==> src/hw/rtl/cdrd_pkg.sv <==
package cdrd_pkg;

  // depth store size and derived widths
  localparam int MAX_POSITIONS = 1048576;
  localparam int ADDR_W        = $clog2(MAX_POSITIONS);
  localparam int LEN_W         = ADDR_W + 1;

  // fixed field widths
  localparam int FIELD_W = 21;
  localparam int START_W = 20;
  localparam int TRIM_W  = 16;
  localparam int DEPTH_W = 8;

  // working width for length compares, one more bit for signed span math
  localparam int WIDE_W = (LEN_W > FIELD_W) ? LEN_W : FIELD_W;
  localparam int LAST_W = WIDE_W + 1;

  localparam logic [DEPTH_W-1:0] DEPTH_MAX = {DEPTH_W{1'b1}};

  // configuration register indexes
  localparam int CFG_IDX_W = 2;
  localparam logic [CFG_IDX_W-1:0] REG_OVERLAP_TRIM = 2'd0;
  localparam logic [CFG_IDX_W-1:0] REG_MIN_DEPTH    = 2'd1;
  localparam logic [CFG_IDX_W-1:0] REG_SEQ_LENGTH   = 2'd2;

  // request codes
  localparam logic REQ_ADD  = 1'b0;
  localparam logic REQ_SCAN = 1'b1;

  typedef enum logic [2:0] {
    ST_CLEAR,
    ST_IDLE,
    ST_ADD_PREP,
    ST_ADD_SET,
    ST_ADD_RUN,
    ST_ADD_DRAIN,
    ST_SCAN_RD,
    ST_SCAN_EVAL
  } state_t;

  typedef struct packed {
    logic load;
    logic clr_step;
    logic add_prep;
    logic add_set;
    logic add_step;
    logic scan_read;
    logic scan_commit;
  } cmd_t;

  typedef struct packed {
    logic clr_done;
    logic add_go;
    logic walk_last;
    logic emit_req;
    logic out_busy;
  } sts_t;

endpackage

==> src/hw/rtl/cdrd_ctrl.sv <==
module cdrd_ctrl (
  input  logic          clk,
  input  logic          rst_n,
  input  logic          in_valid,
  input  logic          in_req_type,
  output logic          in_ready,
  input  cdrd_pkg::sts_t sts,
  output cdrd_pkg::cmd_t cmd
);
  import cdrd_pkg::*;

  state_t state_r;
  state_t state_nxt;

  // state register
  always_ff @(posedge clk) begin
    if (!rst_n) begin
      state_r <= ST_CLEAR;
    end else begin
      state_r <= state_nxt;
    end
  end

  // next state and commands
  always_comb begin
    state_nxt = state_r;
    cmd       = '0;
    in_ready  = 1'b0;
    case (state_r)
      ST_CLEAR: begin
        cmd.clr_step = 1'b1;
        if (sts.clr_done) begin
          state_nxt = ST_IDLE;
        end
      end
      ST_IDLE: begin
        in_ready = 1'b1;
        if (in_valid) begin
          cmd.load  = 1'b1;
          state_nxt = (in_req_type == REQ_SCAN) ? ST_SCAN_RD : ST_ADD_PREP;
        end
      end
      ST_ADD_PREP: begin
        cmd.add_prep = 1'b1;
        state_nxt    = ST_ADD_SET;
      end
      ST_ADD_SET: begin
        cmd.add_set = 1'b1;
        state_nxt   = ST_ADD_RUN;
      end
      ST_ADD_RUN: begin
        if (!sts.add_go) begin
          state_nxt = ST_IDLE;
        end else begin
          cmd.add_step = 1'b1;
          if (sts.walk_last) begin
            state_nxt = ST_ADD_DRAIN;
          end
        end
      end
      ST_ADD_DRAIN: begin
        // last pending write lands here
        state_nxt = ST_IDLE;
      end
      ST_SCAN_RD: begin
        cmd.scan_read = 1'b1;
        state_nxt     = ST_SCAN_EVAL;
      end
      ST_SCAN_EVAL: begin
        if (!(sts.emit_req && sts.out_busy)) begin
          cmd.scan_commit = 1'b1;
          state_nxt       = ST_IDLE;
        end
      end
      default: begin
        state_nxt = ST_IDLE;
      end
    endcase
  end

endmodule

==> config.mk <==
export PLATFORM = sky130hd
export DESIGN_NAME = cdrd_ctrl
export DESIGN_NICKNAME = d
export VERILOG_FILES = /design/src/hw/rtl/cdrd_pkg.sv /design/src/hw/rtl/cdrd_ctrl.sv
export SDC_FILE = /design/constraint.sdc
export NUM_CORES = 1
export LEC_CHECK = 0
export ABC_AREA = 1
export BUFFER_PORTS_ARGS = -buffer_cell sky130_fd_sc_hd__buf_2
export CORE_AREA = 2 2 39 41
export DETAILED_ROUTE_END_ITERATION = 7
export DIE_AREA = 0 0 41 43
export SKIP_CTS_REPAIR_TIMING = 1
export SYNTH_ARGS = -nofsm -noshare
export SYNTH_HDL_FRONTEND = slang
export SYNTH_SLANG_ARGS = --single-unit
==> constraint.sdc <==
create_clock -name clk -period 1.5 [get_ports clk]
set_clock_uncertainty 0.2 [all_clocks]
set_input_delay 0.225 -clock clk [delete_from_list [all_inputs] [get_ports clk]]
set_output_delay 0.225 -clock clk [all_outputs]
set_load 0.005 [all_outputs]
* Word level (Yosys, flattened, before mapping) *
Cells that the tools add are included.

cells by class
  eq/ne operators = 11
  mux-type cells = 18
  reduce and logical (&&, ||, !) cells = 3

operator list
  operator                                             count
  one-hot mux 3 bit (8 select lines)                   1
  2-to-1 mux 3 bit                                     6
  equality test 3 bit, second input constant           4
  2-to-1 mux 1 bit                                     11
  equality test 3 x 2 -> 1 bit, second input constant  2
  inequality test 2 bit, second input constant         3
  AND reduction 4 bit                                  1
  equality test 3 x 1 -> 1 bit, second input constant  1
  zero test 3 bit                                      1
  inequality test 3 bit, second input constant         1
  logical AND 1 bit                                    1

storage, ports and cells
  flip-flop bits (word level) = 3
  input port bits = 9
  output and inout bits = 8
  word-level logic and storage cells = 33

* Longest topological paths before layout *
Gate-level depths: netlist of run 1.

  word-level depth = 3
  gate-level depth with buffers = 9
  gate-level depth less buffers = 8

* Worst setup path before layout of run 1 *
OpenSTA, ideal clock, no wires.

  path kind = register to register
  start = register state_r[2]
  end = register state_r[2]
  setup time = 111 ps
  arrival = 968 ps
  data required time = 1,189 ps
  slack = 222 ps
  cell stages (with the launch flop) = 9
  path buffers = 1
  period minus slack after synthesis = 1,278 ps
  cells stage by stage = dfxtp_1 -> buf_4 -> nand2_1 -> inv_2 -> nand3b_1 -> nand2_2 -> nor2_4 -> nor2b_4 -> nor2_2

on the way
  word-level cells in the longest chain between the ends = 3

RTL lines
  what                                                                             line             RTL
  from (decl)                                                                      cdrd_ctrl.sv:12  state_t state_r;
  from (signal assigned)                                                           cdrd_ctrl.sv:20  state_r <= state_nxt;
  equality test 3 bit (tied with other cells)                                      cdrd_ctrl.sv:29  case (state_r)
  inequality test 3 bit (no source line) or inequality test 2 bit (tied branches)  -
  AND reduction 4 bit (no source line)                                             -

Several ways; a longest one is shown, not always the timed one.
A chain may end at the register's enable or synchronous reset.

* Worst setup path after layout of run 1 *
  start = register state_r[1]
  end = output port in_ready

on the way
  word-level cells in the longest chain between the ends = 2

RTL lines
  what                          line             RTL
  equality test 3 x 1 -> 1 bit  cdrd_ctrl.sv:29
  2-to-1 mux 1 bit              cdrd_ctrl.sv:29
  to (decl)                     cdrd_ctrl.sv:6   output logic in_ready,

No other way between the ends.

==> results of run 1 <==
==> worst max-delay path: stages (launching register included) <==
cell	delay [ns]
sky130_fd_sc_hd__dfxtp_2	0.34
sky130_fd_sc_hd__buf_4	0.16
sky130_fd_sc_hd__nor3_4	0.18
sky130_fd_sc_hd__buf_2	0.14
==> power breakdown <==
group          switching, W  total [W]  internal [W]  leakage (nW)
Clock             0.0000417   0.000141     0.0000997        0.0150
Combinational      0.000235   0.000424      0.000189         0.216
Sequential        0.0000639   0.000189      0.000125        0.0264
==> cell families after synthesis <==
logic type             after synthesis  synth area share
AOI/OAI and AO/OA                    3            0.0502
and+or+nand+nor                     33             0.586
DFF                                  3             0.201
buffers and inverters               10             0.163
==> metal layers <==
| metal | part of all wire | track usage | up-vias |
|---|---|---|---|
| li1 | - | - | 195 |
| met1 | 0.42 | 0.122 | 159 |
| met2 | 0.50 | 0.153 | 13 |
| met3 | 0.080 | 0.0157 | 0 |
| met4 | 0 | 0.0400 | 0 |
| met5 | 0 | 0 | - |
==> per-stage QoR <==
step,setup slack [ns],setup TNS [ns],util,total power [W],area (um^2)
after floorplan,0.222,0,-,0.000466,299
after global placement,0.135,0,0.280,0.000560,388
after detailed placement,0.104,0,0.280,0.000556,388
after CTS,-0.0886,-0.296,0.299,0.000702,414
after global routing,-0.0317,-0.102,0.324,0.000830,448
final,0.0230,0,0.324,0.000754,448
==> path summary, 6_finish.rpt <==
path | to | slack (ns) | cells after the start
max | in_ready | 0.02 | 3
min | state_r[1] | 0.04 | 3
max reg2reg | state_r[2] | 0.20 | 6
min reg2reg | state_r[0] | 0.41 | 2
==> cell usage after synthesis (all sizes together) <==
library cell	count	area, um^2
a21oi	2	10.0
nor4	1	6.26
nand4	1	6.26
nor2b	1	13.8
nor2	9	43.8
inv	8	30.0
nand3b	2	15.0
nor3	3	20.0
o21ai	1	5.00
buf	2	18.8
nand2	12	50.1
nand3	4	20.0
dfxtp	3	60.1
==> layout make-up <==
class	instances	area, um^2
clock buffers	4	26.3
fillers	152	936
inverters	8	30.0
multi-input cells	36	215
flip-flops and latches	3	68.8
well taps	16	20.0
repair buffers	17	87.6
==> implementation parameters, run 1 <==
Parameter                              Value

STA
  Highest achievable clock rate ... between 0.6 and 0.7 GHz
  Final Slew Violations ... 0
  Final-report hold violation count ... 0
  Finish-stage setup viols ... 0
  Final critical-path required period ... 1.48 ns
  Pin slew with the least headroom to its limit ... 0.190 ns
  Max_slew headroom ... 0.873
  Setup repair after global routing missed its margin ... true
  Share of the clock period used by the worst path ... 0.985
  Hold slack final ... around 0.044 ns

Logic synthesis
  Number of synthesized register bits ... 3
  Synth Net Count ... 58
  Post-synthesis cell type count ... 19
  Post-synth design cell area ... roughly 300 um^2
  Register area share after synthesis ... 0.201
  Synthesized instance count ... 49
  Yosys warnings ... 0
  Mean area per synthesized cell ... 6.10 um^2

Pwr
  Static leakage power ... 0.257 nW
  Worst IR drop on VDD ... 0.620 mV
  Power density cells ... 1680 nW/um^2

Min path
  Class of the tightest hold or removal check ... input port to flip-flop
  Startpoint of the worst hold path ... rst_n

Clock network
  Largest buffer count on any clock path ... 2
  Clock latency on the worst-skew pair ... 0.23 ns
  H-tree level count ... 1
  CTS Buf Count ... 3
  Clock edge transition at the registers on the reported setup and hold paths ... 0.03 ns
  CTS tree ... built
  CTS Root Cell ... sky130_fd_sc_hd__clkbuf_4
  Count of clock tree sinks ... 3

Floorplanning
  Initial cell density of the core ... 0.216
  Boundary Pins ... 17
  Die outline height ... 43 um
  DIE WIDTH ... ~40 um
  Core outline area ... 1380 um^2
  Floorplan die area ... ~1800 um^2
  Number of rows in the core area ... 14

Setup path
  Required time worst endpoint ... 1.07 ns
  Crit path DAT ... 1.05 ns
  Startpoint of the most critical setup path ... state_r[1]
  Critical path startpoint category ... flip-flop
  Sort of element at the end of the critical path ... primary output
  Crit path max fanout ... 6
  Startpoint of the lowest-slack register-to-register path ... state_r[2]
  Worst setup path category ... flip-flop to primary output

Cells and area
  Top Registers ... state_r: 3 flops
  Area growth from synthesis to layout ... 49.8%
  Number of nets in the layout ... 78
  Final non-filler cell total ... 84
  Ratio of cells with drive above 1 in the final layout ... 0.515
  Max reg flops ... 3
  Commonest non-fill, non-tap cell in the layout ... sky130_fd_sc_hd__buf_2
  Commonest cells after routing, fill and taps aside ... 16 x sky130_fd_sc_hd__buf_2, 10 x sky130_fd_sc_hd__nand2_1, 6 x sky130_fd_sc_hd__nor2_1
  ANT cells ... 0
  Register ranked first by flip-flop count ... state_r

Global route
  Via count of the first global-routing pass ... 317
  Overflow left after global routing ... 0
  Initial antenna violation count ... 0
  First-pass GRT wire length ... ~1200 um
  Total global routing track utilization ... 0.0964
  Maximum number of pins on one net before global-route repair ... 10

Placed design
  DP Wirelength ... 578 um
  Placed cell count ... 80
  Last weighted congestion value of the routability-driven placer ... 0.775
  Quantity of I/O buffers inserted on ports ... 16

Flow run
  Max cap viols ... 0

Detailed routing
  Ratio of routed vias to standard cells ... 4.37
  DRC Markers ... 0
  Antenna violation net count after detailed routing ... 0
  WL final ... 716 um
  Routed WL per cell ... 8.52 um
  Detailed-route via count ... 367
  Router iterations before antenna repair ... 4
  First DRT Iteration DRCs ... 8

Status
  Outcome ... finished clean
No activity file was read; power rests on OpenSTA's default activity.
==> run 2, diff against run 1 <==
--- a/config.mk
+++ b/config.mk
@@ -10,7 +10,9 @@
 export CORE_AREA = 2 2 39 41
 export DETAILED_ROUTE_END_ITERATION = 7
 export DIE_AREA = 0 0 41 43
+export GPL_TIMING_DRIVEN = 0
 export SKIP_CTS_REPAIR_TIMING = 1
+export SLEW_MARGIN = 15
 export SYNTH_ARGS = -nofsm -noshare
 export SYNTH_HDL_FRONTEND = slang
 export SYNTH_SLANG_ARGS = --single-unit
==> run 2 against run 1 <==
Against the previous run: combinational power is 15% higher; die area stayed put; fmax grew 1.6%; cell area grew 3.4%; core utilization is 1.1 points higher; hold slack worse by 0.013 ns; clock power barely moved; critical path depth unchanged; via count is the same; sequential cell count is the same; power increased by 3.3%; sequential share of layout area is 1.3 points lower; critical path type unchanged.
==> implementation parameters, run 2 (same netlist as run 1, synthesis figures left out) <==
Parameter                              Value

Placed design
  Last weighted congestion value of the routability-driven placer ... 0.735 (-5.2%)
  Quantity of I/O buffers inserted on ports ... 16 (unchanged)
  Post-placement setup slack ... 0.140 ns (+0.0359 ns)
  DP Wirelength ... 579 um (+0.21%)

STA
  Hold slack final ... 0.0312 ns (-0.0132 ns)
  Setup repair after global routing missed its margin ... true
  Final-report hold violation count ... 0 (unchanged)
  Max_slew headroom ... 0.881 (+0.00839)
  Final Slew Violations ... 0 (unchanged)
  Share of the clock period used by the worst path ... 0.969 (-0.0157)
  Pin slew with the least headroom to its limit ... 0.176 ns (-0.0134 ns)
  Final-layout setup total negative slack ... 0 ns (unchanged)
  Final critical-path required period ... 1.45 ns (-0.0236 ns)
  Highest achievable clock rate ... 0.688 GHz (+1.6%)
  Setup slack of the critical path after layout ... 0.0466 ns (+0.0236 ns)
  Finish-stage setup viols ... 0 (unchanged)

Detailed routing
  Ratio of routed vias to standard cells ... 4.22 (-3.4%)
  Antenna violation net count after detailed routing ... 0 (unchanged)
  First DRT Iteration DRCs ... 1 (-7)
  Detailed-route via count ... 367 (unchanged)
  Router iterations before antenna repair ... 3 (-1)
  WL final ... 714 um (-0.28%)
  Routed WL per cell ... 8.21 um (-3.7%)
  DRC Markers ... 0 (unchanged)

Cells and area
  Number of nets in the layout ... 81 (+3.8%)
  ANT cells ... 0 (unchanged)
  Area growth from synthesis to layout ... 54.8%
  Top Registers ... state_r: 3 flops
  Footprint of the multi-input gates ... 206 um^2 (-4.1%)
  Register ranked first by flip-flop count ... state_r
  Final design utilization ... 0.335 (+0.0108)
  Max reg flops ... 3 (unchanged)
  Ratio of cells with drive above 1 in the final layout ... 0.535 (+0.0205)
  Commonest cells after routing, fill and taps aside ... 17 x sky130_fd_sc_hd__buf_2, 10 x sky130_fd_sc_hd__nand2_1, 5 x sky130_fd_sc_hd__nor2_1, 5 x sky130_fd_sc_hd__inv_1, 4 x sky130_fd_sc_hd__nand3_1
  Area occupied by registers ... 65.1 um^2 (-5.5%)
  Fillers ... 150 (-1.3%)
  Commonest non-fill, non-tap cell in the layout ... sky130_fd_sc_hd__buf_2

Floorplanning
  Boundary Pins ... 17 (unchanged)
  Core outline area ... 1380 um^2 (unchanged)
  Number of rows in the core area ... 14 (unchanged)
  Die outline height ... 43 um (unchanged)
  Floorplan die area ... 1760 um^2 (unchanged)
  DIE WIDTH ... 41 um (unchanged)
  Initial cell density of the core ... 0.216 (unchanged)

Clock network
  H-tree level count ... 1 (unchanged)
  Largest buffer count on any clock path ... 2 (unchanged)
  Clock edge transition at the registers on the reported setup and hold paths ... 0.04 ns (about the same)
  CTS Root Cell ... sky130_fd_sc_hd__clkbuf_4
  Clock latency on the worst-skew pair ... 0.24 ns (about the same)
  CTS tree ... built
  CTS Buf Count ... 3 (unchanged)
  Count of clock tree sinks ... 3 (unchanged)

Setup path
  Worst setup slack for register-to-register paths ... 0.17 ns (-0.03 ns)
  Delay of the slowest cell on the worst path ... 0.29 ns (-0.05 ns)
  Number of cells on the worst reg-to-reg path ... 8 (+2)
  Number of logic stages on the critical path including buffering ... 3 (unchanged)
  Cell-by-cell listing of the critical path ... buf_6, nor4_2, buf_2
  Sort of element at the end of the critical path ... primary output
  Crit path max fanout ... 9 (+3)
  Crit path DAT ... 1.03 ns (-0.02 ns)
  Startpoint of the most critical setup path ... state_r[2]
  Startpoint of the lowest-slack register-to-register path ... state_r[1]
  Critical path buffers and inverters ... 2 (unchanged)
  Worst path slowest cell ... sky130_fd_sc_hd__dfxtp_1
  Destination of the worst register-to-register timing path ... state_r[2]
  Dominant delay contributor by cell family on the critical path ... flip-flops
  CP endpoint ... cmd[6]
  Required time worst endpoint ... 1.07 ns (about the same)
  Critical path startpoint category ... flip-flop
  Worst setup path category ... flip-flop to primary output

Min path
  Class of the tightest hold or removal check ... input port to flip-flop
  Number of cells traversed by the worst hold path ... 3 (unchanged)

Global route
  Via count of the first global-routing pass ... 299 (-5.7%)
  Maximum number of pins on one net before global-route repair ... 11 (+1)
  Initial antenna violation count ... 0 (unchanged)
  Overflow left after global routing ... 0 (unchanged)
  First-pass GRT wire length ... 1070 um (-11%)
  Total global routing track utilization ... 0.0953 (-0.00110)

Pwr
  Worst IR drop on VDD ... 0.387 mV (-38%)
  Static leakage power ... 0.275 nW (+6.8%)
  Power density cells ... 1680 nW/um^2 (about the same)
  Overall power after layout ... 0.000779 W (+3.3%)

Status
  Outcome ... finished clean

Flow run
  Max cap viols ... 0 (unchanged)
run 2: area by class of cell:
cell class	instances	share of cell area
plain buffers	2	0.0486
clock buffers	4	0.0568
inverters	8	0.0649
multi-input cells	36	0.446
flip-flops and latches	3	0.141
well taps	16	0.0432
repair buffers	18	0.200
run 2: how the worst min path moves through the flow:
stage / startpoint / end / slack, ns
6_report: rst_n / state_r[1] / 0.03
5_1_grt: rst_n / state_r[1] / 0.03
4_1_cts: rst_n / state_r[1] / 0.04
3_5_place_dp: rst_n / state_r[1] / 0.28
3_3_place_gp: rst_n / state_r[1] / 0.28
2_1_floorplan: rst_n / state_r[1] / 0.15
run 2: routing by layer:
layer | routed length, um | vias up | GRT usage
met5 | 0 | - | 0
met4 | 13 | 0 | 0.0800
met3 | 46 | 2 | 0.0471
met2 | 350 | 11 | 0.147
met1 | 304 | 151 | 0.0865
li1 | - | 203 | -
run 2: through the flow:
| step | cell area (um^2) | instances |
|---|---|---|
| after floorplan | 299 | 49 |
| after global placement | 399 | 81 |
| after detailed placement | 399 | 81 |
| after CTS | 425 | 85 |
| after global routing | 463 | 87 |
| final | 463 | 87 |
run 2: report_power, final:
group	internal, W	switching (W)
combinational	0.000223	0.000264
clock	0.0000997	0.0000429
sequential	0.000120	0.0000295
run 2: worst reg2reg max path, stage by stage, from the launching register on:
cell and delay (ns):
sky130_fd_sc_hd__dfxtp_2 0.32, sky130_fd_sc_hd__buf_6 0.12, sky130_fd_sc_hd__nand2_1 0.08, sky130_fd_sc_hd__nor2_1 0.05, sky130_fd_sc_hd__nand2_1 0.06, sky130_fd_sc_hd__nand2_2 0.07
sky130_fd_sc_hd__nor2_4 0.13, sky130_fd_sc_hd__nor2b_4 0.15, sky130_fd_sc_hd__nor2_2 0.04
